### config.mk
export PLATFORM = sky130hd
export DESIGN_NAME = mcstb_cell
export DESIGN_NICKNAME = d
export VERILOG_FILES = /design/src/rtl/multi_channel_soft_timer_bank_core_assert.svh /design/src/rtl/mcstb_pkg.sv /design/src/rtl/mcstb_cell.sv
export SDC_FILE = /design/constraint.sdc
export NUM_CORES = 1
export LEC_CHECK = 0
export ABC_CLOCK_PERIOD_IN_PS = 7950
export BUFFER_PORTS_ARGS = -buffer_cell sky130_fd_sc_hd__buf_4
export CORE_ASPECT_RATIO = 0.75
export CORE_MARGIN = 2
export CORE_UTILIZATION = 60
export DETAILED_ROUTE_END_ITERATION = 10
export GPL_ROUTABILITY_DRIVEN = 1
export PLACE_DENSITY_LB_ADDON = 0.25
export SETUP_SLACK_MARGIN = 0.05
export SLEW_MARGIN = 15
export SYNTH_ARGS = -nofsm -noshare
export SYNTH_HDL_FRONTEND = slang
export SYNTH_SLANG_ARGS = --single-unit
### constraint.sdc
create_clock -name i_clk -period 7.95 [get_ports i_clk]
set_clock_uncertainty 0.15 [all_clocks]
set_input_delay 1.59 -clock i_clk [delete_from_list [all_inputs] [get_ports i_clk]]
set_output_delay 1.59 -clock i_clk [all_outputs]
set_load 0.01 [all_outputs]
### src/rtl/multi_channel_soft_timer_bank_core_assert.svh
// ----------------------------------------------------------------------------
// Timer bank assertion macros
// Property wrappers used by the timer bank core module.
// ----------------------------------------------------------------------------
`ifndef MULTI_CHANNEL_SOFT_TIMER_BANK_CORE_ASSERT_SVH
`define MULTI_CHANNEL_SOFT_TIMER_BANK_CORE_ASSERT_SVH

// Same-cycle implication, checked outside reset.
`define MCSTB_ASSERT_SAME(lbl, ante, cons) \
    lbl: assert property (@(posedge i_clk) disable iff (!i_rst_n) (ante) |-> (cons)) \
        else $error("timer bank check failed");

// Next-cycle implication, checked outside reset.
`define MCSTB_ASSERT_NEXT(lbl, ante, cons) \
    lbl: assert property (@(posedge i_clk) disable iff (!i_rst_n) (ante) |=> (cons)) \
        else $error("timer bank check failed");

`endif

### src/rtl/mcstb_pkg.sv
// ----------------------------------------------------------------------------
// Timer bank package
// Types, codes and defaults shared by the timer bank modules.
// ----------------------------------------------------------------------------
package mcstb_pkg;

    localparam int CHANNELS_DEF  = 8;
    localparam int TIME_BITS_DEF = 32;
    localparam int WAIT_W        = 31;

    localparam logic [WAIT_W-1:0] MAX_WAIT_RST = 31'h7fffffff;

    localparam logic [2:0] OP_TICK   = 3'd0;
    localparam logic [2:0] OP_ADD    = 3'd1;
    localparam logic [2:0] OP_REMOVE = 3'd2;
    localparam logic [2:0] OP_START  = 3'd3;
    localparam logic [2:0] OP_STOP   = 3'd4;
    localparam logic [2:0] OP_RESUME = 3'd5;
    localparam logic [2:0] OP_STATUS = 3'd6;
    localparam logic [2:0] OP_UNUSED = 3'd7;

    localparam logic [1:0] KIND_EXPIRY = 2'd0;
    localparam logic [1:0] KIND_DONE   = 2'd1;
    localparam logic [1:0] KIND_CMD    = 2'd2;
    localparam logic [1:0] KIND_STATUS = 2'd3;

    typedef struct packed {
        logic [2:0]  op;
        logic [2:0]  channel;
        logic [31:0] delay;
        logic [31:0] interval;
    } t_in;

    typedef struct packed {
        logic [1:0]        kind;
        logic [2:0]        chan_out;
        logic              is_active;
        logic              is_running;
        logic [WAIT_W-1:0] next_wait;
        logic              last;
    } t_out;

    // Command broadcast to every cell; hit marks the addressed cell.
    typedef struct packed {
        logic        hit;
        logic [2:0]  op;
        logic [31:0] delay;
        logic [31:0] interval;
    } t_cmd;

    // What one cell hands to its neighbor along the walk.
    typedef struct packed {
        logic              token;
        logic [WAIT_W-1:0] wait_min;
    } t_link;

endpackage

### src/rtl/mcstb_cell.sv
// ----------------------------------------------------------------------------
// Timer bank cell
// Holds one channel and processes it in registered steps when the walk token passes.
// ----------------------------------------------------------------------------
module mcstb_cell #(
    parameter int TIME_BITS = mcstb_pkg::TIME_BITS_DEF
) (
    input  logic                       i_clk,
    input  logic                       i_rst_n,
    input  mcstb_pkg::t_cmd            i_cmd,
    input  logic                       i_activate,
    input  logic [TIME_BITS-1:0]       i_now,
    input  logic [mcstb_pkg::WAIT_W-1:0] i_max_wait,
    input  mcstb_pkg::t_link           i_prev,
    output mcstb_pkg::t_link           o_next,
    output logic                       o_expired,
    output logic                       o_active,
    output logic                       o_running
);
    import mcstb_pkg::*;

    localparam int CW = (TIME_BITS > WAIT_W) ? TIME_BITS : WAIT_W;

    logic                 r_active, n_active;
    logic                 r_add, n_add;
    logic                 r_run, n_run;
    logic                 r_start, n_start;
    logic                 r_stop, n_stop;
    logic                 r_remove, n_remove;
    logic [TIME_BITS-1:0] r_period, n_period;
    logic [TIME_BITS-1:0] r_left, n_left;
    logic [TIME_BITS-1:0] r_deadline, n_deadline;
    logic                 r_phb, n_phb;
    t_link                r_link, n_link;

    logic [TIME_BITS-1:0] diff;
    logic [TIME_BITS-1:0] start_dl;
    logic [TIME_BITS-2:0] wait_cand;
    logic                 cand_ok;
    logic                 due;

    always_comb begin
        diff      = r_deadline - i_now;
        start_dl  = r_left + i_now;
        due       = r_run && (diff[TIME_BITS-1] || (diff == '0));
        o_expired = i_prev.token && r_active && !r_remove && due;
    end

    always_comb begin
        n_active   = r_active;
        n_add      = r_add;
        n_run      = r_run;
        n_start    = r_start;
        n_stop     = r_stop;
        n_remove   = r_remove;
        n_period   = r_period;
        n_left     = r_left;
        n_deadline = r_deadline;
        n_phb      = 1'b0;
        n_link     = r_link;
        n_link.token = 1'b0;
        wait_cand  = '0;
        cand_ok    = 1'b0;

        if (i_cmd.hit) begin
            unique case (i_cmd.op)
                OP_ADD: begin
                    n_active   = 1'b0;
                    n_run      = 1'b0;
                    n_start    = 1'b0;
                    n_stop     = 1'b0;
                    n_remove   = 1'b0;
                    n_left     = '0;
                    n_deadline = '0;
                    n_period   = i_cmd.interval[TIME_BITS-1:0];
                    n_add      = 1'b1;
                end
                OP_REMOVE: n_remove = 1'b1;
                OP_START: begin
                    n_left  = i_cmd.delay[TIME_BITS-1:0];
                    n_start = 1'b1;
                end
                OP_STOP:   n_stop  = 1'b1;
                OP_RESUME: n_start = 1'b1;
                default: ;
            endcase
        end

        // Pending adds go live at the tick, clamped to the maximum wait.
        if (i_activate && r_add) begin
            if (CW'(r_period) > CW'(i_max_wait)) n_period = TIME_BITS'(i_max_wait);
            if (CW'(r_left) > CW'(i_max_wait))   n_left   = TIME_BITS'(i_max_wait);
            n_active = 1'b1;
            n_add    = 1'b0;
        end

        // First walk cycle: remove, then expiry with reload (or stop for a one-shot).
        if (i_prev.token) begin
            n_phb = 1'b1;
            n_link.wait_min = i_prev.wait_min;
            if (r_active) begin
                if (r_remove) begin
                    n_active   = 1'b0;
                    n_run      = 1'b0;
                    n_start    = 1'b0;
                    n_stop     = 1'b0;
                    n_remove   = 1'b0;
                    n_left     = '0;
                    n_deadline = '0;
                    n_period   = '0;
                end else if (due) begin
                    if (r_period != '0) begin
                        n_deadline = r_deadline + r_period;
                    end else begin
                        n_deadline = '0;
                        n_run      = 1'b0;
                    end
                end
            end
        end

        // Second walk cycle: start, stop and the wait contribution.
        if (r_phb) begin
            n_link.token = 1'b1;
            if (r_active) begin
                priority if (r_start && r_stop) begin
                    n_left     = r_left[TIME_BITS-1] ? '0 : r_left;
                    n_deadline = '0;
                    n_run      = 1'b0;
                    n_start    = 1'b0;
                    n_stop     = 1'b0;
                end else if (r_start) begin
                    n_deadline = start_dl;
                    n_run      = 1'b1;
                    n_start    = 1'b0;
                    cand_ok    = 1'b1;
                    wait_cand  = r_left[TIME_BITS-1] ? '0 : r_left[TIME_BITS-2:0];
                end else if (r_stop) begin
                    if (r_run) n_left = diff[TIME_BITS-1] ? '0 : diff;
                    n_deadline = '0;
                    n_run      = 1'b0;
                    n_stop     = 1'b0;
                end else begin
                    cand_ok   = r_run;
                    wait_cand = diff[TIME_BITS-1] ? '0 : diff[TIME_BITS-2:0];
                end
                if (cand_ok && (WAIT_W'(wait_cand) < r_link.wait_min)) begin
                    n_link.wait_min = WAIT_W'(wait_cand);
                end
            end
        end
    end

    always_ff @(posedge i_clk) begin
        if (!i_rst_n) begin
            r_active   <= 1'b0;
            r_add      <= 1'b0;
            r_run      <= 1'b0;
            r_start    <= 1'b0;
            r_stop     <= 1'b0;
            r_remove   <= 1'b0;
            r_period   <= '0;
            r_left     <= '0;
            r_deadline <= '0;
            r_phb      <= 1'b0;
            r_link     <= '0;
        end else begin
            r_active   <= n_active;
            r_add      <= n_add;
            r_run      <= n_run;
            r_start    <= n_start;
            r_stop     <= n_stop;
            r_remove   <= n_remove;
            r_period   <= n_period;
            r_left     <= n_left;
            r_deadline <= n_deadline;
            r_phb      <= n_phb;
            r_link     <= n_link;
        end
    end

    assign o_next    = r_link;
    assign o_active  = r_active;
    assign o_running = r_run;

endmodule

==> metrics.txt, run 1 <==
# TYPE chip_impl_metric gauge
chip_impl_metric{name="number_of_warning_messages_in_the_yosys_log",unit=""} 0
chip_impl_metric{name="post_route_cells_drive_above_1_share",unit="%"} 15.04
chip_impl_metric{name="core_area",unit="um^2"} 24160
chip_impl_metric{name="aggregate_negative_setup_slack",unit="ns"} 0
chip_impl_metric{name="timing.slew.headroom",unit="%"} 26.26
chip_impl_metric{name="antenna_violating_nets_left",unit=""} 0
chip_impl_metric{name="power.ir.vdd_worst",unit="uV"} 168.6
chip_impl_metric{name="cts.sinks",unit=""} 135
chip_impl_info{name="critPathCaptureType",value="primary output"} 1
chip_impl_info{name="r2r-end",value="o_next[9]"} 1
chip_impl_metric{name="postSynthAreaPerCell",unit="um^2"} 7.625
chip_impl_metric{name="totalPowerFinal",unit="mW"} 2.037
chip_impl_info{name="run_status",value="complete, no violations"} 1
chip_impl_metric{name="grt_pass1_vias",unit=""} 15300
chip_impl_metric{name="final.fill_count",unit=""} 2020
chip_impl_metric{name="buffer_ports.inserted",unit=""} 200
chip_impl_metric{name="p_int",unit="mW"} 1.382
chip_impl_info{name="post_synth_most_frequent_cells",value="186 x sky130_fd_sc_hd__ha_1, 168 x sky130_fd_sc_hd__nand2_1, 148 x sky130_fd_sc_hd__o21ai_0"} 1
chip_impl_metric{name="p_comb_share",unit="%"} 23.5
chip_impl_metric{name="globalRouteOverflowTotal",unit=""} 0
chip_impl_info{name="yosysTopAreaCell",value="sky130_fd_sc_hd__dfxtp_1"} 1
chip_impl_metric{name="placed_cell_area",unit="um^2"} 16480
chip_impl_metric{name="grt_antenna_before_repair",unit=""} 1
chip_impl_metric{name="period_share",unit="%"} 92.25
chip_impl_metric{name="clk_pin_slew_worst_paths",unit="ns"} 0.07
chip_impl_info{name="library_cell_appearing_most_often_on_the_critical_path",value="sky130_fd_sc_hd__buf_4"} 1
chip_impl_metric{name="hold_slack",unit="ns"} 0.3663
chip_impl_metric{name="synth_top_cell_area_share",unit="%"} 18.22
chip_impl_metric{name="synth.yosys.seq_area_share",unit="%"} 18.22
chip_impl_metric{name="gr-usage-all-layers",unit="%"} 40.96
chip_impl_metric{name="cellPowerDensity",unit="nW/um^2"} 119.3
chip_impl_metric{name="final_cells",unit=""} 2420
chip_impl_metric{name="fmax",unit="MHz"} 136.4
chip_impl_metric{name="finalCoreUtilization",unit="%"} 70.72
chip_impl_info{name="synth_top_flop_cell",value="sky130_fd_sc_hd__dfxtp_1"} 1
chip_impl_metric{name="dp.final_hpwl",unit="um"} 41640
chip_impl_metric{name="ctsHoldBuffers",unit=""} 0
chip_impl_metric{name="post_cts.resized_instances",unit=""} 0
chip_impl_metric{name="routed-via-count",unit=""} 16380
chip_impl_metric{name="asyncSetResetFlopFracSynth",unit="%"} 0
chip_impl_metric{name="reported_max_cap_violation_count",unit=""} 0
chip_impl_metric{name="postLayoutCellArea",unit="um^2"} 17080
chip_impl_metric{name="floorplan.die.height",unit="um"} 140.2
chip_impl_metric{name="hold-path-cell-count",unit=""} 2
chip_impl_metric{name="routed_wire_length_per_instance",unit="um"} 22.41
chip_impl_metric{name="post_synthesis_sequential_element_count",unit=""} 135
chip_impl_metric{name="fin_ws",unit="ns"} 0.6164
chip_impl_metric{name="synth.cell_area",unit="um^2"} 14830
chip_impl_info{name="holdCritStartpoint",value="r_deadline[18]"} 1
chip_impl_info{name="cp_slowest_cell",value="sky130_fd_sc_hd__a2111oi_2"} 1
chip_impl_metric{name="ios",unit=""} 201
chip_impl_metric{name="gp_congestion",unit=""} 1.059
chip_impl_info{name="synth_top_cells_by_area",value="sky130_fd_sc_hd__dfxtp_1 18%, sky130_fd_sc_hd__ha_1 16%, sky130_fd_sc_hd__o21ai_0 5.0%, sky130_fd_sc_hd__mux2i_1 4.7%, sky130_fd_sc_hd__a21oi_1 4.7%"} 1
chip_impl_metric{name="clk-insertion-delay-late",unit="ns"} 0.45
chip_impl_metric{name="crit_path_max_incr_delay",unit="ns"} 0.48
chip_impl_metric{name="finalSetupViolCount",unit=""} 0
chip_impl_metric{name="areaGrowthSynthToFinish",unit="%"} 15.19
chip_impl_metric{name="total_leakage_power",unit="nW"} 8.348
chip_impl_metric{name="fp-row-count",unit=""} 49
chip_impl_metric{name="final-hold-violation-count",unit=""} 0
chip_impl_metric{name="die_area",unit="um^2"} 26000
chip_impl_metric{name="drt-initial-drc-count",unit=""} 1844
chip_impl_metric{name="power.switching",unit="mW"} 0.6552
chip_impl_metric{name="timing_worst_slew_pin_value",unit="ns"} 1.106
chip_impl_metric{name="worst-r2r-setup-slack",unit="ns"} 1.72
chip_impl_metric{name="mappedNetlistNets",unit=""} 2300
chip_impl_info{name="min_delay_worst_endpoint",value="r_deadline[18]"} 1
chip_impl_metric{name="syn_inst",unit=""} 1945
chip_impl_info{name="start_kind",value="primary input"} 1
chip_impl_info{name="regToRegStartpoint",value="r_deadline[5]"} 1
chip_impl_info{name="clock-root-buffer",value="sky130_fd_sc_hd__clkbuf_16"} 1
chip_impl_metric{name="drt_pass1_iterations",unit=""} 6
chip_impl_metric{name="starting_density",unit="%"} 61.40
chip_impl_metric{name="post-cts-setup-buffers",unit=""} 0
chip_impl_metric{name="post_drt_via_cell_ratio",unit=""} 6.768
chip_impl_info{name="hp_class",value="reg2reg"} 1
chip_impl_metric{name="timing.critical_path.fanout_max",unit=""} 10
chip_impl_metric{name="place_worst_setup_slack",unit="ns"} 0.3404
chip_impl_metric{name="num-nets-final",unit=""} 2430
chip_impl_metric{name="critical_path_required",unit="ns"} 6.21
chip_impl_metric{name="detailed_route_wl",unit="um"} 54230
chip_impl_metric{name="swShare",unit="%"} 32.16
chip_impl_info{name="setup.worst_path.class",value="in2out"} 1
chip_impl_metric{name="grt_pass1_wl",unit="um"} 83350
chip_impl_metric{name="critical_path_arrival",unit="ns"} 5.59
chip_impl_info{name="cts_tree",value="built"} 1
chip_impl_info{name="worstPathCellList",value="buf_4, inv_1, ha_1, a21o_1, a2111oi_2, a211oi_1, a211oi_2, xor2_1, o21ai_1, nor4_1, nand4_2, a21oi_2, and2_1, buf_4"} 1
chip_impl_info{name="unrepaired_setup_endpoints_after_global_routing",value="false"} 1
chip_impl_metric{name="cts_inserted_buffers",unit=""} 17
chip_impl_metric{name="final_period_minus_worst_setup_slack",unit="ns"} 7.334
chip_impl_metric{name="power_frac_clock",unit="%"} 41.1
chip_impl_metric{name="synth.distinct_cells",unit=""} 86
chip_impl_metric{name="largest_net_degree_at_the_start_of_global_routing",unit=""} 74
chip_impl_metric{name="post-route-drc-count",unit=""} 0
chip_impl_metric{name="deepest_clock_path_buffer_count",unit=""} 2
chip_impl_metric{name="dp.cells",unit=""} 2387
chip_impl_info{name="synthMostInstantiatedCell",value="sky130_fd_sc_hd__ha_1"} 1
chip_impl_metric{name="reg2regPathDepth",unit=""} 18
chip_impl_metric{name="max_slew_vio_count",unit=""} 0
chip_impl_metric{name="number_of_synthesized_flops_with_an_enable_pin",unit=""} 0
chip_impl_metric{name="htreeDepth",unit=""} 4
chip_impl_metric{name="seqPwrFrac",unit="%"} 35.3
chip_impl_metric{name="fp.dieW",unit="um"} 185.5
==> worst max-delay path, delay by kind of cell <==
kind	cells	cell delay, ns
buffers and inverters	3	0.28
and+or+nand+nor	3	0.87
xor gates and xnor gates	1	0.44
adders and majority gates	1	0.40
AOI/OAI and AO/OA	6	1.98
==> power groups by stage <==
| stage | Sequential, mW | Combinational (mW) | Clock, mW |
|---|---|---|---|
| global route | 0.720 | 0.519 | 0.861 |
| CTS | 0.718 | 0.465 | 0.831 |
| global placement | 0.733 | 0.449 | 0 |
| finish | 0.720 | 0.480 | 0.838 |
| detailed placement | 0.733 | 0.460 | 0 |
| floorplan | 0.725 | 0.276 | 0 |
==> worst max-delay path by stage <==
stage / start / endpoint / slack [ns] / cells past startpoint
finish: i_now[8] / o_expired / 0.62 / 14
global placement: i_now[0] / o_next[7] / 0.62 / 23
floorplan: i_now[5] / o_next[28] / 1.38 / 24
CTS: i_now[5] / o_next[25] / 0.66 / 20
global route: i_now[8] / o_expired / 0.40 / 14
detailed placement: i_now[0] / o_next[21] / 0.34 / 23
==> kinds of logic (layout without fill, tap and decap cells) <==
kind of cell,after synthesis,in the layout,share of synthesized area (%)
flip-flops,135,135,18.22
adder cells (fa/ha/maj),189,189,16.10
buffers and inverters,232,375,6.117
AO/OA/AOI/OAI,684,684,31.54
AND/OR/NAND/NOR,566,566,19.16
other,0,1,0
XOR/XNOR,68,68,4.067
multiplexers,71,71,4.800
==> cell type report <==
type / instances / area, um^2 / share of cell area [%]
Clock buffer: 19 / 452.9 / 2.651
Antenna cell: 1 / 2.502 / 0.01465
Inverter: 123 / 461.7 / 2.703
Clock inverter: 13 / 145.1 / 0.8496
Tap cell: 331 / 414.1 / 2.424
Timing Repair Buffer: 220 / 1652 / 9.667
Multi-Input combinational cell: 1578 / 11250 / 65.87
Sequential cell: 135 / 2703 / 15.82
==> placed cells by master (no fill, tap or decap), types with 6 or more instances in the layout <==
| master | count |
|---|---|
| sky130_fd_sc_hd__a211oi_1 | 19 |
| sky130_fd_sc_hd__a21boi_0 | 6 |
| sky130_fd_sc_hd__a21o_1 | 72 |
| sky130_fd_sc_hd__a21oi_1 | 138 |
| sky130_fd_sc_hd__a221oi_1 | 10 |
| sky130_fd_sc_hd__a22oi_1 | 46 |
| sky130_fd_sc_hd__a31o_2 | 32 |
| sky130_fd_sc_hd__a31oi_1 | 13 |
| sky130_fd_sc_hd__a32oi_1 | 18 |
| sky130_fd_sc_hd__and2_1 | 39 |
| sky130_fd_sc_hd__and3_1 | 24 |
| sky130_fd_sc_hd__buf_4 | 220 |
| sky130_fd_sc_hd__clkbuf_16 | 17 |
| sky130_fd_sc_hd__clkinvlp_4 | 6 |
| sky130_fd_sc_hd__dfxtp_1 | 135 |
| sky130_fd_sc_hd__ha_1 | 186 |
| sky130_fd_sc_hd__inv_1 | 121 |
| sky130_fd_sc_hd__mux2i_1 | 69 |
| sky130_fd_sc_hd__nand2_1 | 168 |
| sky130_fd_sc_hd__nand2b_1 | 18 |
| sky130_fd_sc_hd__nand3_1 | 42 |
| sky130_fd_sc_hd__nand4_1 | 27 |
| sky130_fd_sc_hd__nor2_1 | 98 |
| sky130_fd_sc_hd__nor2b_1 | 19 |
| sky130_fd_sc_hd__nor3_1 | 31 |
| sky130_fd_sc_hd__nor3b_1 | 6 |
| sky130_fd_sc_hd__nor4_1 | 52 |
| sky130_fd_sc_hd__o211a_1 | 32 |
| sky130_fd_sc_hd__o211ai_1 | 45 |
| sky130_fd_sc_hd__o21a_1 | 31 |
| sky130_fd_sc_hd__o21ai_0 | 147 |
| sky130_fd_sc_hd__o31ai_1 | 7 |
| sky130_fd_sc_hd__or2_2 | 6 |
| sky130_fd_sc_hd__or3_1 | 13 |
| sky130_fd_sc_hd__xnor2_1 | 39 |
| sky130_fd_sc_hd__xor2_1 | 28 |
==> routing by layer <==
| layer | share of wire [%] | up-vias | global-route usage, % |
|---|---|---|---|
| met2 | 42 | 1004 | 61.53 |
| li1 | - | 7551 | - |
| met5 | 0 | - | 0 |
| met1 | 42 | 7632 | 56.49 |
| met4 | 5.6 | 0 | 21.05 |
| met3 | 11 | 191 | 6.656 |
==> registers in the layout (all words and copies together), names as in the netlist <==
signal	flops
r_period	32
r_remove	1
o_next	32
r_phb	1
r_add	1
r_left	32
o_active	1
o_running	1
r_stop	1
r_start	1
r_deadline	32
Note: power is estimated with default switching activity, not from simulation.
==> run 2, diff against run 1 <==
Settings changed: CORE_UTILIZATION 60 to 35.
==> metrics.txt, run 2 (same netlist as run 1, synthesis figures left out) <==
# TYPE chip_impl_metric gauge
chip_impl_info{name="start_point_of_the_critical_path",value="i_now[0]"} 1
chip_impl_info{name="regToRegStartpoint",value="r_deadline[0]"} 1
chip_impl_metric{name="buffer_ports.inserted",unit=""} 200
chip_impl_metric{name="core_area",unit="um^2"} 41970
chip_impl_metric{name="timing.critical_path.fanout_max",unit=""} 10
chip_impl_metric{name="routed_wire_length_per_instance",unit="um"} 22.37
chip_impl_metric{name="aggregate_negative_setup_slack",unit="ns"} 0
chip_impl_metric{name="antenna_violating_nets_left",unit=""} 0
chip_impl_metric{name="num-nets-final",unit=""} 2429
chip_impl_metric{name="largest_net_degree_at_the_start_of_global_routing",unit=""} 67
chip_impl_info{name="run_status",value="complete, no violations"} 1
chip_impl_metric{name="detailed_route_wl",unit="um"} 59440
chip_impl_info{name="min_delay_worst_endpoint",value="r_deadline[18]"} 1
chip_impl_metric{name="grt_pass1_vias",unit=""} 15030
chip_impl_metric{name="crit_path_max_incr_delay",unit="ns"} 0.48
chip_impl_metric{name="finalSetupViolCount",unit=""} 0
chip_impl_metric{name="gr-usage-all-layers",unit="%"} 26.43
chip_impl_metric{name="ctsHoldBuffers",unit=""} 0
chip_impl_info{name="hp_class",value="reg2reg"} 1
chip_impl_metric{name="floorplan.die.height",unit="um"} 182.3
chip_impl_metric{name="htreeDepth",unit=""} 4
chip_impl_metric{name="cellPowerDensity",unit="nW/um^2"} 118.4
chip_impl_info{name="final_common_cell",value="sky130_fd_sc_hd__buf_4"} 1
chip_impl_metric{name="globalRouteOverflowTotal",unit=""} 0
chip_impl_metric{name="power.switching",unit="mW"} 0.6576
chip_impl_metric{name="worst-r2r-setup-slack",unit="ns"} 1.85
chip_impl_info{name="critPathCaptureType",value="primary output"} 1
chip_impl_info{name="cts_tree",value="built"} 1
chip_impl_info{name="cp_slowest_cell",value="sky130_fd_sc_hd__a221oi_1"} 1
chip_impl_metric{name="reg2regPathDepth",unit=""} 24
chip_impl_metric{name="critical_path_arrival",unit="ns"} 5.37
chip_impl_info{name="critical_path.top_delay_family",value="compound AO/OA/AOI/OAI gates"} 1
chip_impl_metric{name="cts.sinks",unit=""} 135
chip_impl_metric{name="gp_congestion",unit=""} 0.9742
chip_impl_info{name="layout.cells.most_common_list",value="218 x sky130_fd_sc_hd__buf_4, 186 x sky130_fd_sc_hd__ha_1, 166 x sky130_fd_sc_hd__nand2_1"} 1
chip_impl_metric{name="dp.cells",unit=""} 2624
chip_impl_info{name="clock-root-buffer",value="sky130_fd_sc_hd__clkbuf_16"} 1
chip_impl_metric{name="areaGrowthSynthToFinish",unit="%"} 17.34
chip_impl_info{name="r2r-end",value="o_next[23]"} 1
chip_impl_metric{name="clk-insertion-delay-late",unit="ns"} 0.46
chip_impl_metric{name="critical_path_required",unit="ns"} 6.21
chip_impl_metric{name="final_period_minus_worst_setup_slack",unit="ns"} 7.107
chip_impl_info{name="library_cell_appearing_most_often_on_the_critical_path",value="sky130_fd_sc_hd__buf_4"} 1
chip_impl_metric{name="period_share",unit="%"} 89.39
chip_impl_metric{name="ios",unit=""} 201
chip_impl_metric{name="post_drt_via_cell_ratio",unit=""} 5.956
chip_impl_info{name="unrepaired_setup_endpoints_after_global_routing",value="false"} 1
chip_impl_info{name="setup.worst_path.class",value="in2out"} 1
chip_impl_metric{name="post_route_cells_drive_above_1_share",unit="%"} 15.14
chip_impl_metric{name="deepest_clock_path_buffer_count",unit=""} 2
chip_impl_metric{name="post_cts.resized_instances",unit=""} 0
chip_impl_metric{name="grt_antenna_before_repair",unit=""} 0
chip_impl_metric{name="final_cells",unit=""} 2657
chip_impl_metric{name="hold-path-cell-count",unit=""} 2
chip_impl_metric{name="grt_pass1_wl",unit="um"} 90320
chip_impl_metric{name="die_area",unit="um^2"} 44050
chip_impl_metric{name="dp.final_hpwl",unit="um"} 47250
chip_impl_metric{name="drt-initial-drc-count",unit=""} 1319
chip_impl_metric{name="swShare",unit="%"} 31.92
chip_impl_metric{name="cp_num_buf_inv",unit=""} 4
chip_impl_metric{name="clk_pin_slew_worst_paths",unit="ns"} 0.07
chip_impl_metric{name="routed-via-count",unit=""} 15830
chip_impl_metric{name="total_leakage_power",unit="nW"} 8.368
chip_impl_metric{name="post-route-drc-count",unit=""} 0
chip_impl_metric{name="fp-row-count",unit=""} 65
chip_impl_metric{name="final-hold-violation-count",unit=""} 0
chip_impl_metric{name="timing_worst_slew_pin_value",unit="ns"} 1.069
chip_impl_metric{name="timing.slew.headroom",unit="%"} 28.75
chip_impl_info{name="start_kind",value="primary input"} 1
chip_impl_metric{name="starting_density",unit="%"} 35.34
chip_impl_metric{name="fmax",unit="MHz"} 140.7
chip_impl_metric{name="power_frac_clock",unit="%"} 41.7
chip_impl_metric{name="seqPwrFrac",unit="%"} 35.0
chip_impl_info{name="holdCritStartpoint",value="r_deadline[18]"} 1
chip_impl_metric{name="p_comb_share",unit="%"} 23.3
chip_impl_metric{name="cts_inserted_buffers",unit=""} 17
chip_impl_metric{name="max_slew_vio_count",unit=""} 0
chip_impl_info{name="worstPathCellList",value="buf_4, ha_1, inv_1, fa_1, a21o_1, a221oi_1, o2bb2ai_1, a31o_1, a2111oi_0, a211oi_1, nor4_1, nand4_2, a21oi_2, buf_4, and2_1, buf_4"} 1
chip_impl_metric{name="power.ir.vdd_worst",unit="uV"} 141.8
chip_impl_metric{name="fp.dieW",unit="um"} 241.7
chip_impl_metric{name="reported_max_cap_violation_count",unit=""} 0
chip_impl_metric{name="drt_pass1_iterations",unit=""} 5
chip_impl_metric{name="p_int",unit="mW"} 1.403
chip_impl_metric{name="post-cts-setup-buffers",unit=""} 0
[run 2: changes by cell type in the layout (fill, tap and decap cells not counted), sizes merged]
cell and delta:
buf -1, clkinv +2, bufinv +1, inv -1
clkbuf +1, clkinvlp -3
[run 2: power by group through the flow]
stage	Clock, mW	Sequential [mW]	Combinational (mW)
3_3_place_gp	0	0.735	0.468
5_1_grt	0.898	0.722	0.524
6_report	0.860	0.721	0.480
4_1_cts	0.871	0.720	0.474
3_5_place_dp	0	0.735	0.471
2_1_floorplan	0	0.725	0.276
[run 2: final cells by class]
class | instances | area [um^2]
timing repair buffer | 219 | 1657
inverter | 123 | 461.7
multi-input combinational | 1578 | 11270
clock buffer | 20 | 446.7
sequential | 135 | 2703
fill | 4362 | 24560
antenna | 1 | 2.502
tap | 569 | 711.9
clock inverter | 12 | 150.1
[run 2: how the worst max path moves through the flow]
stage                       to  slack (ns)  cells past startpoint
CTS                  o_expired        0.93                     16
floorplan           o_next[28]        1.38                     24
detailed placement   o_next[3]        0.61                     24
global placement    o_next[25]        0.72                     23
finish               o_expired        0.84                     16
global route         o_expired        0.59                     16
[run 2: worst register-to-register path, cell delays in order, from the launching register on]
cell,delay (ns)
sky130_fd_sc_hd__dfxtp_1,0.32
sky130_fd_sc_hd__inv_1,0.08
sky130_fd_sc_hd__ha_1,0.14
sky130_fd_sc_hd__inv_1,0.05
sky130_fd_sc_hd__fa_1,0.40
sky130_fd_sc_hd__a21o_1,0.21
sky130_fd_sc_hd__a221o_1,0.41
sky130_fd_sc_hd__and3_4,0.23
sky130_fd_sc_hd__o2111a_1,0.30
sky130_fd_sc_hd__or3_4,0.39
sky130_fd_sc_hd__a211oi_4,0.28
sky130_fd_sc_hd__xor2_2,0.25
sky130_fd_sc_hd__nor3_1,0.08
sky130_fd_sc_hd__a21oi_1,0.20
sky130_fd_sc_hd__nor2_1,0.08
sky130_fd_sc_hd__ha_1,0.35
sky130_fd_sc_hd__nand4_1,0.10
sky130_fd_sc_hd__nor2_1,0.29
sky130_fd_sc_hd__nand3_1,0.20
sky130_fd_sc_hd__or4_1,0.55
sky130_fd_sc_hd__nand4_1,0.10
sky130_fd_sc_hd__a21o_2,0.27
sky130_fd_sc_hd__buf_12,0.27
sky130_fd_sc_hd__o211ai_1,0.15
sky130_fd_sc_hd__o211a_1,0.16
[run 2: routing by layer]
layer / share of wire (%) / global-route usage, % / vias up / routed length [um]
met1: 47 / 36.67 / 7622 / 27890
met5: 0 / 0 / - / 0
met2: 44 / 42.16 / 579 / 26340
li1: - / - / 7541 / -
met3: 6.1 / 4.132 / 84 / 3646
met4: 2.6 / 7.926 / 0 / 1561
[run 2: metrics by stage]
stage               total power [mW]  area, um^2  hold slack [ns]  worst slack (ns)  utilization [%]
global route                   2.145       17400           0.3960            0.5913            41.46
finish                         2.060       17400           0.3660            0.8432            41.47
floorplan                      1.001       14830           0.3030             1.383                -
detailed placement             1.207       16790           0.3517            0.6086            40.01
CTS                            2.066       17390           0.3644            0.9284            41.44
global placement               1.204       16790           0.3464            0.7171            40.01
==> run 3, diff against run 2 <==
Settings changed: RECOVER_POWER set to 25.
==> metrics.txt, run 3 (same netlist as run 1, synthesis figures left out) <==
# TYPE chip_impl_metric gauge
chip_impl_info{name="run_status",value="finished, violations left"} 1
chip_impl_info{name="failing_checks",value="capacitance limit, slew limit"} 1
chip_impl_metric{name="totalPowerFinal",unit="mW"} 2.055
chip_impl_metric{name="clk_pin_slew_worst_paths",unit="ns"} 0.07
chip_impl_metric{name="final_period_minus_worst_setup_slack",unit="ns"} 7.239
chip_impl_metric{name="fp-row-count",unit=""} 65
chip_impl_metric{name="post-route-drc-count",unit=""} 0
chip_impl_info{name="clock-root-buffer",value="sky130_fd_sc_hd__clkbuf_16"} 1
chip_impl_metric{name="p_comb_share",unit="%"} 23.1
chip_impl_metric{name="fp.dieW",unit="um"} 241.7
chip_impl_info{name="regToRegStartpoint",value="r_deadline[0]"} 1
chip_impl_info{name="start_kind",value="primary input"} 1
chip_impl_metric{name="drt_pass1_iterations",unit=""} 6
chip_impl_metric{name="power.ir.vdd_worst",unit="uV"} 142.1
chip_impl_info{name="cts_tree",value="built"} 1
chip_impl_metric{name="power.switching",unit="mW"} 0.6582
chip_impl_metric{name="deepest_clock_path_buffer_count",unit=""} 2
chip_impl_metric{name="starting_density",unit="%"} 35.34
chip_impl_metric{name="final-hold-violation-count",unit=""} 0
chip_impl_metric{name="die_area",unit="um^2"} 44050
chip_impl_metric{name="swShare",unit="%"} 32.03
chip_impl_info{name="layout.cells.most_common_list",value="186 x sky130_fd_sc_hd__ha_1, 180 x sky130_fd_sc_hd__buf_4, 167 x sky130_fd_sc_hd__nand2_1"} 1
chip_impl_metric{name="timing.slew.headroom",unit="%"} -186.2
chip_impl_info{name="r2r-end",value="o_next[18]"} 1
chip_impl_metric{name="reported_max_cap_violation_count",unit=""} 5
chip_impl_metric{name="p_int",unit="mW"} 1.397
chip_impl_metric{name="detailed_route_wl",unit="um"} 59360
chip_impl_info{name="critPathCaptureType",value="flop"} 1
chip_impl_metric{name="post_cts.resized_instances",unit=""} 0
chip_impl_metric{name="timing.critical_path.fanout_max",unit=""} 64
chip_impl_metric{name="floorplan.die.height",unit="um"} 182.3
chip_impl_metric{name="period_share",unit="%"} 91.06
chip_impl_metric{name="cts_inserted_buffers",unit=""} 17
chip_impl_metric{name="grt_pass1_wl",unit="um"} 90320
chip_impl_metric{name="post_route_cells_drive_above_1_share",unit="%"} 13.22
chip_impl_metric{name="worst-r2r-setup-slack",unit="ns"} 1.78
chip_impl_metric{name="timing_worst_slew_pin_value",unit="ns"} 4.293
chip_impl_metric{name="routed_wire_length_per_instance",unit="um"} 22.34
chip_impl_metric{name="core_area",unit="um^2"} 41970
chip_impl_metric{name="critical_path_required",unit="ns"} 8.19
chip_impl_info{name="hp_class",value="reg2reg"} 1
chip_impl_metric{name="gp_congestion",unit=""} 0.9742
chip_impl_metric{name="max_slew_vio_count",unit=""} 223
chip_impl_metric{name="grt_antenna_before_repair",unit=""} 0
chip_impl_metric{name="hold-path-cell-count",unit=""} 2
chip_impl_info{name="start_point_of_the_critical_path",value="i_cmd[65]"} 1
chip_impl_metric{name="post-cts-setup-buffers",unit=""} 0
chip_impl_metric{name="place_worst_setup_slack",unit="ns"} 0.6086
chip_impl_info{name="final_common_cell",value="sky130_fd_sc_hd__ha_1"} 1
chip_impl_metric{name="globalRouteOverflowTotal",unit=""} 0
chip_impl_metric{name="fmax",unit="MHz"} 138.1
chip_impl_metric{name="dp.final_hpwl",unit="um"} 47250
chip_impl_metric{name="drt-initial-drc-count",unit=""} 1236
chip_impl_metric{name="htreeDepth",unit=""} 4
chip_impl_metric{name="finalCoreUtilization",unit="%"} 41.12
chip_impl_metric{name="buffer_ports.inserted",unit=""} 200
chip_impl_metric{name="aggregate_negative_setup_slack",unit="ns"} 0
chip_impl_metric{name="hold_slack",unit="ns"} 0.3658
chip_impl_metric{name="seqPwrFrac",unit="%"} 35.1
chip_impl_metric{name="power_frac_clock",unit="%"} 41.9
chip_impl_info{name="min_delay_worst_endpoint",value="r_deadline[18]"} 1
chip_impl_metric{name="num-nets-final",unit=""} 2429
chip_impl_metric{name="areaGrowthSynthToFinish",unit="%"} 16.35
chip_impl_metric{name="cellPowerDensity",unit="nW/um^2"} 119.1
chip_impl_metric{name="reg2regPathDepth",unit=""} 24
chip_impl_metric{name="critical_path_arrival",unit="ns"} 7.48
chip_impl_info{name="holdCritStartpoint",value="r_deadline[18]"} 1
chip_impl_metric{name="finalSetupViolCount",unit=""} 0
chip_impl_metric{name="cts.sinks",unit=""} 135
chip_impl_metric{name="largest_net_degree_at_the_start_of_global_routing",unit=""} 67
chip_impl_metric{name="grt_pass1_vias",unit=""} 15030
chip_impl_info{name="setup.worst_path.class",value="in2reg"} 1
chip_impl_metric{name="total_leakage_power",unit="nW"} 8.214
chip_impl_metric{name="clk-insertion-delay-late",unit="ns"} 0.45
chip_impl_metric{name="ctsHoldBuffers",unit=""} 0
chip_impl_metric{name="antenna_violating_nets_left",unit=""} 0
chip_impl_metric{name="ios",unit=""} 201
chip_impl_metric{name="fin_ws",unit="ns"} 0.7107
chip_impl_info{name="unrepaired_setup_endpoints_after_global_routing",value="false"} 1
chip_impl_metric{name="gr-usage-all-layers",unit="%"} 26.43
chip_impl_metric{name="routed-via-count",unit=""} 15820
chip_impl_metric{name="post_drt_via_cell_ratio",unit=""} 5.954
chip_impl_metric{name="final.fill_count",unit=""} 4400
## run 3: cell count changes in the layout (fill, tap and decap cells not counted)
cell	change
sky130_fd_sc_hd__nand2_1	+1
sky130_fd_sc_hd__buf_4	-38
sky130_fd_sc_hd__and2_0	+1
sky130_fd_sc_hd__clkbuf_1	+38
sky130_fd_sc_hd__nand2_2	-1
sky130_fd_sc_hd__and2_2	-1
## run 3: worst max-delay path by stage
stage                   end  cells past startpoint
3_3_place_gp     o_next[25]                     23
2_1_floorplan    o_next[28]                     24
6_report       r_period[16]                      6
5_1_grt        r_period[16]                      6
3_5_place_dp      o_next[3]                     24
4_1_cts           o_expired                     16
## run 3: worst max-delay path, stage by stage
cell and delay, ns:
sky130_fd_sc_hd__clkbuf_1 1.47, sky130_fd_sc_hd__or3_2 0.33, sky130_fd_sc_hd__clkbuf_1 2.97, sky130_fd_sc_hd__mux2i_1 0.52, sky130_fd_sc_hd__nor4_1 0.36, sky130_fd_sc_hd__a31o_2 0.15
## run 3: layout make-up
type / instances / area, um^2 / share of cell area (%)
well taps: 569 / 711.9 / 4.126
clock inverters: 12 / 150.1 / 0.8701
diodes: 1 / 2.502 / 0.01450
inverters: 123 / 461.7 / 2.676
flip-flops and latches: 135 / 2703 / 15.66
clock buffers: 20 / 446.7 / 2.589
repair buffers: 219 / 1514 / 8.774
multi-input cells: 1578 / 11270 / 65.29
## run 3: power groups by stage
stage               registers [mW]  logic (mW)  clock network (mW)
floorplan                    0.725       0.276                   0
global placement             0.735       0.468                   0
detailed placement           0.735       0.471                   0
CTS                          0.720       0.474               0.871
global route                 0.722       0.519               0.898
finish                       0.720       0.474               0.861
## run 3: layer usage
metal  GRT usage, %  vias to the layer above  wire length [um]
li1               -                     7545                 -
met1          36.67                     7620             27710
met2          42.16                      578             26510
met3          4.132                       77              3667
met4          7.926                        0              1462
met5              0                        -                 0
## run 3: metrics by stage
step / cell area, um^2 / std cells
2_1_floorplan: 14830 / 1945
3_3_place_gp: 16790 / 2624
3_5_place_dp: 16790 / 2624
4_1_cts: 17390 / 2656
5_1_grt: 17250 / 2656
6_report: 17260 / 2657
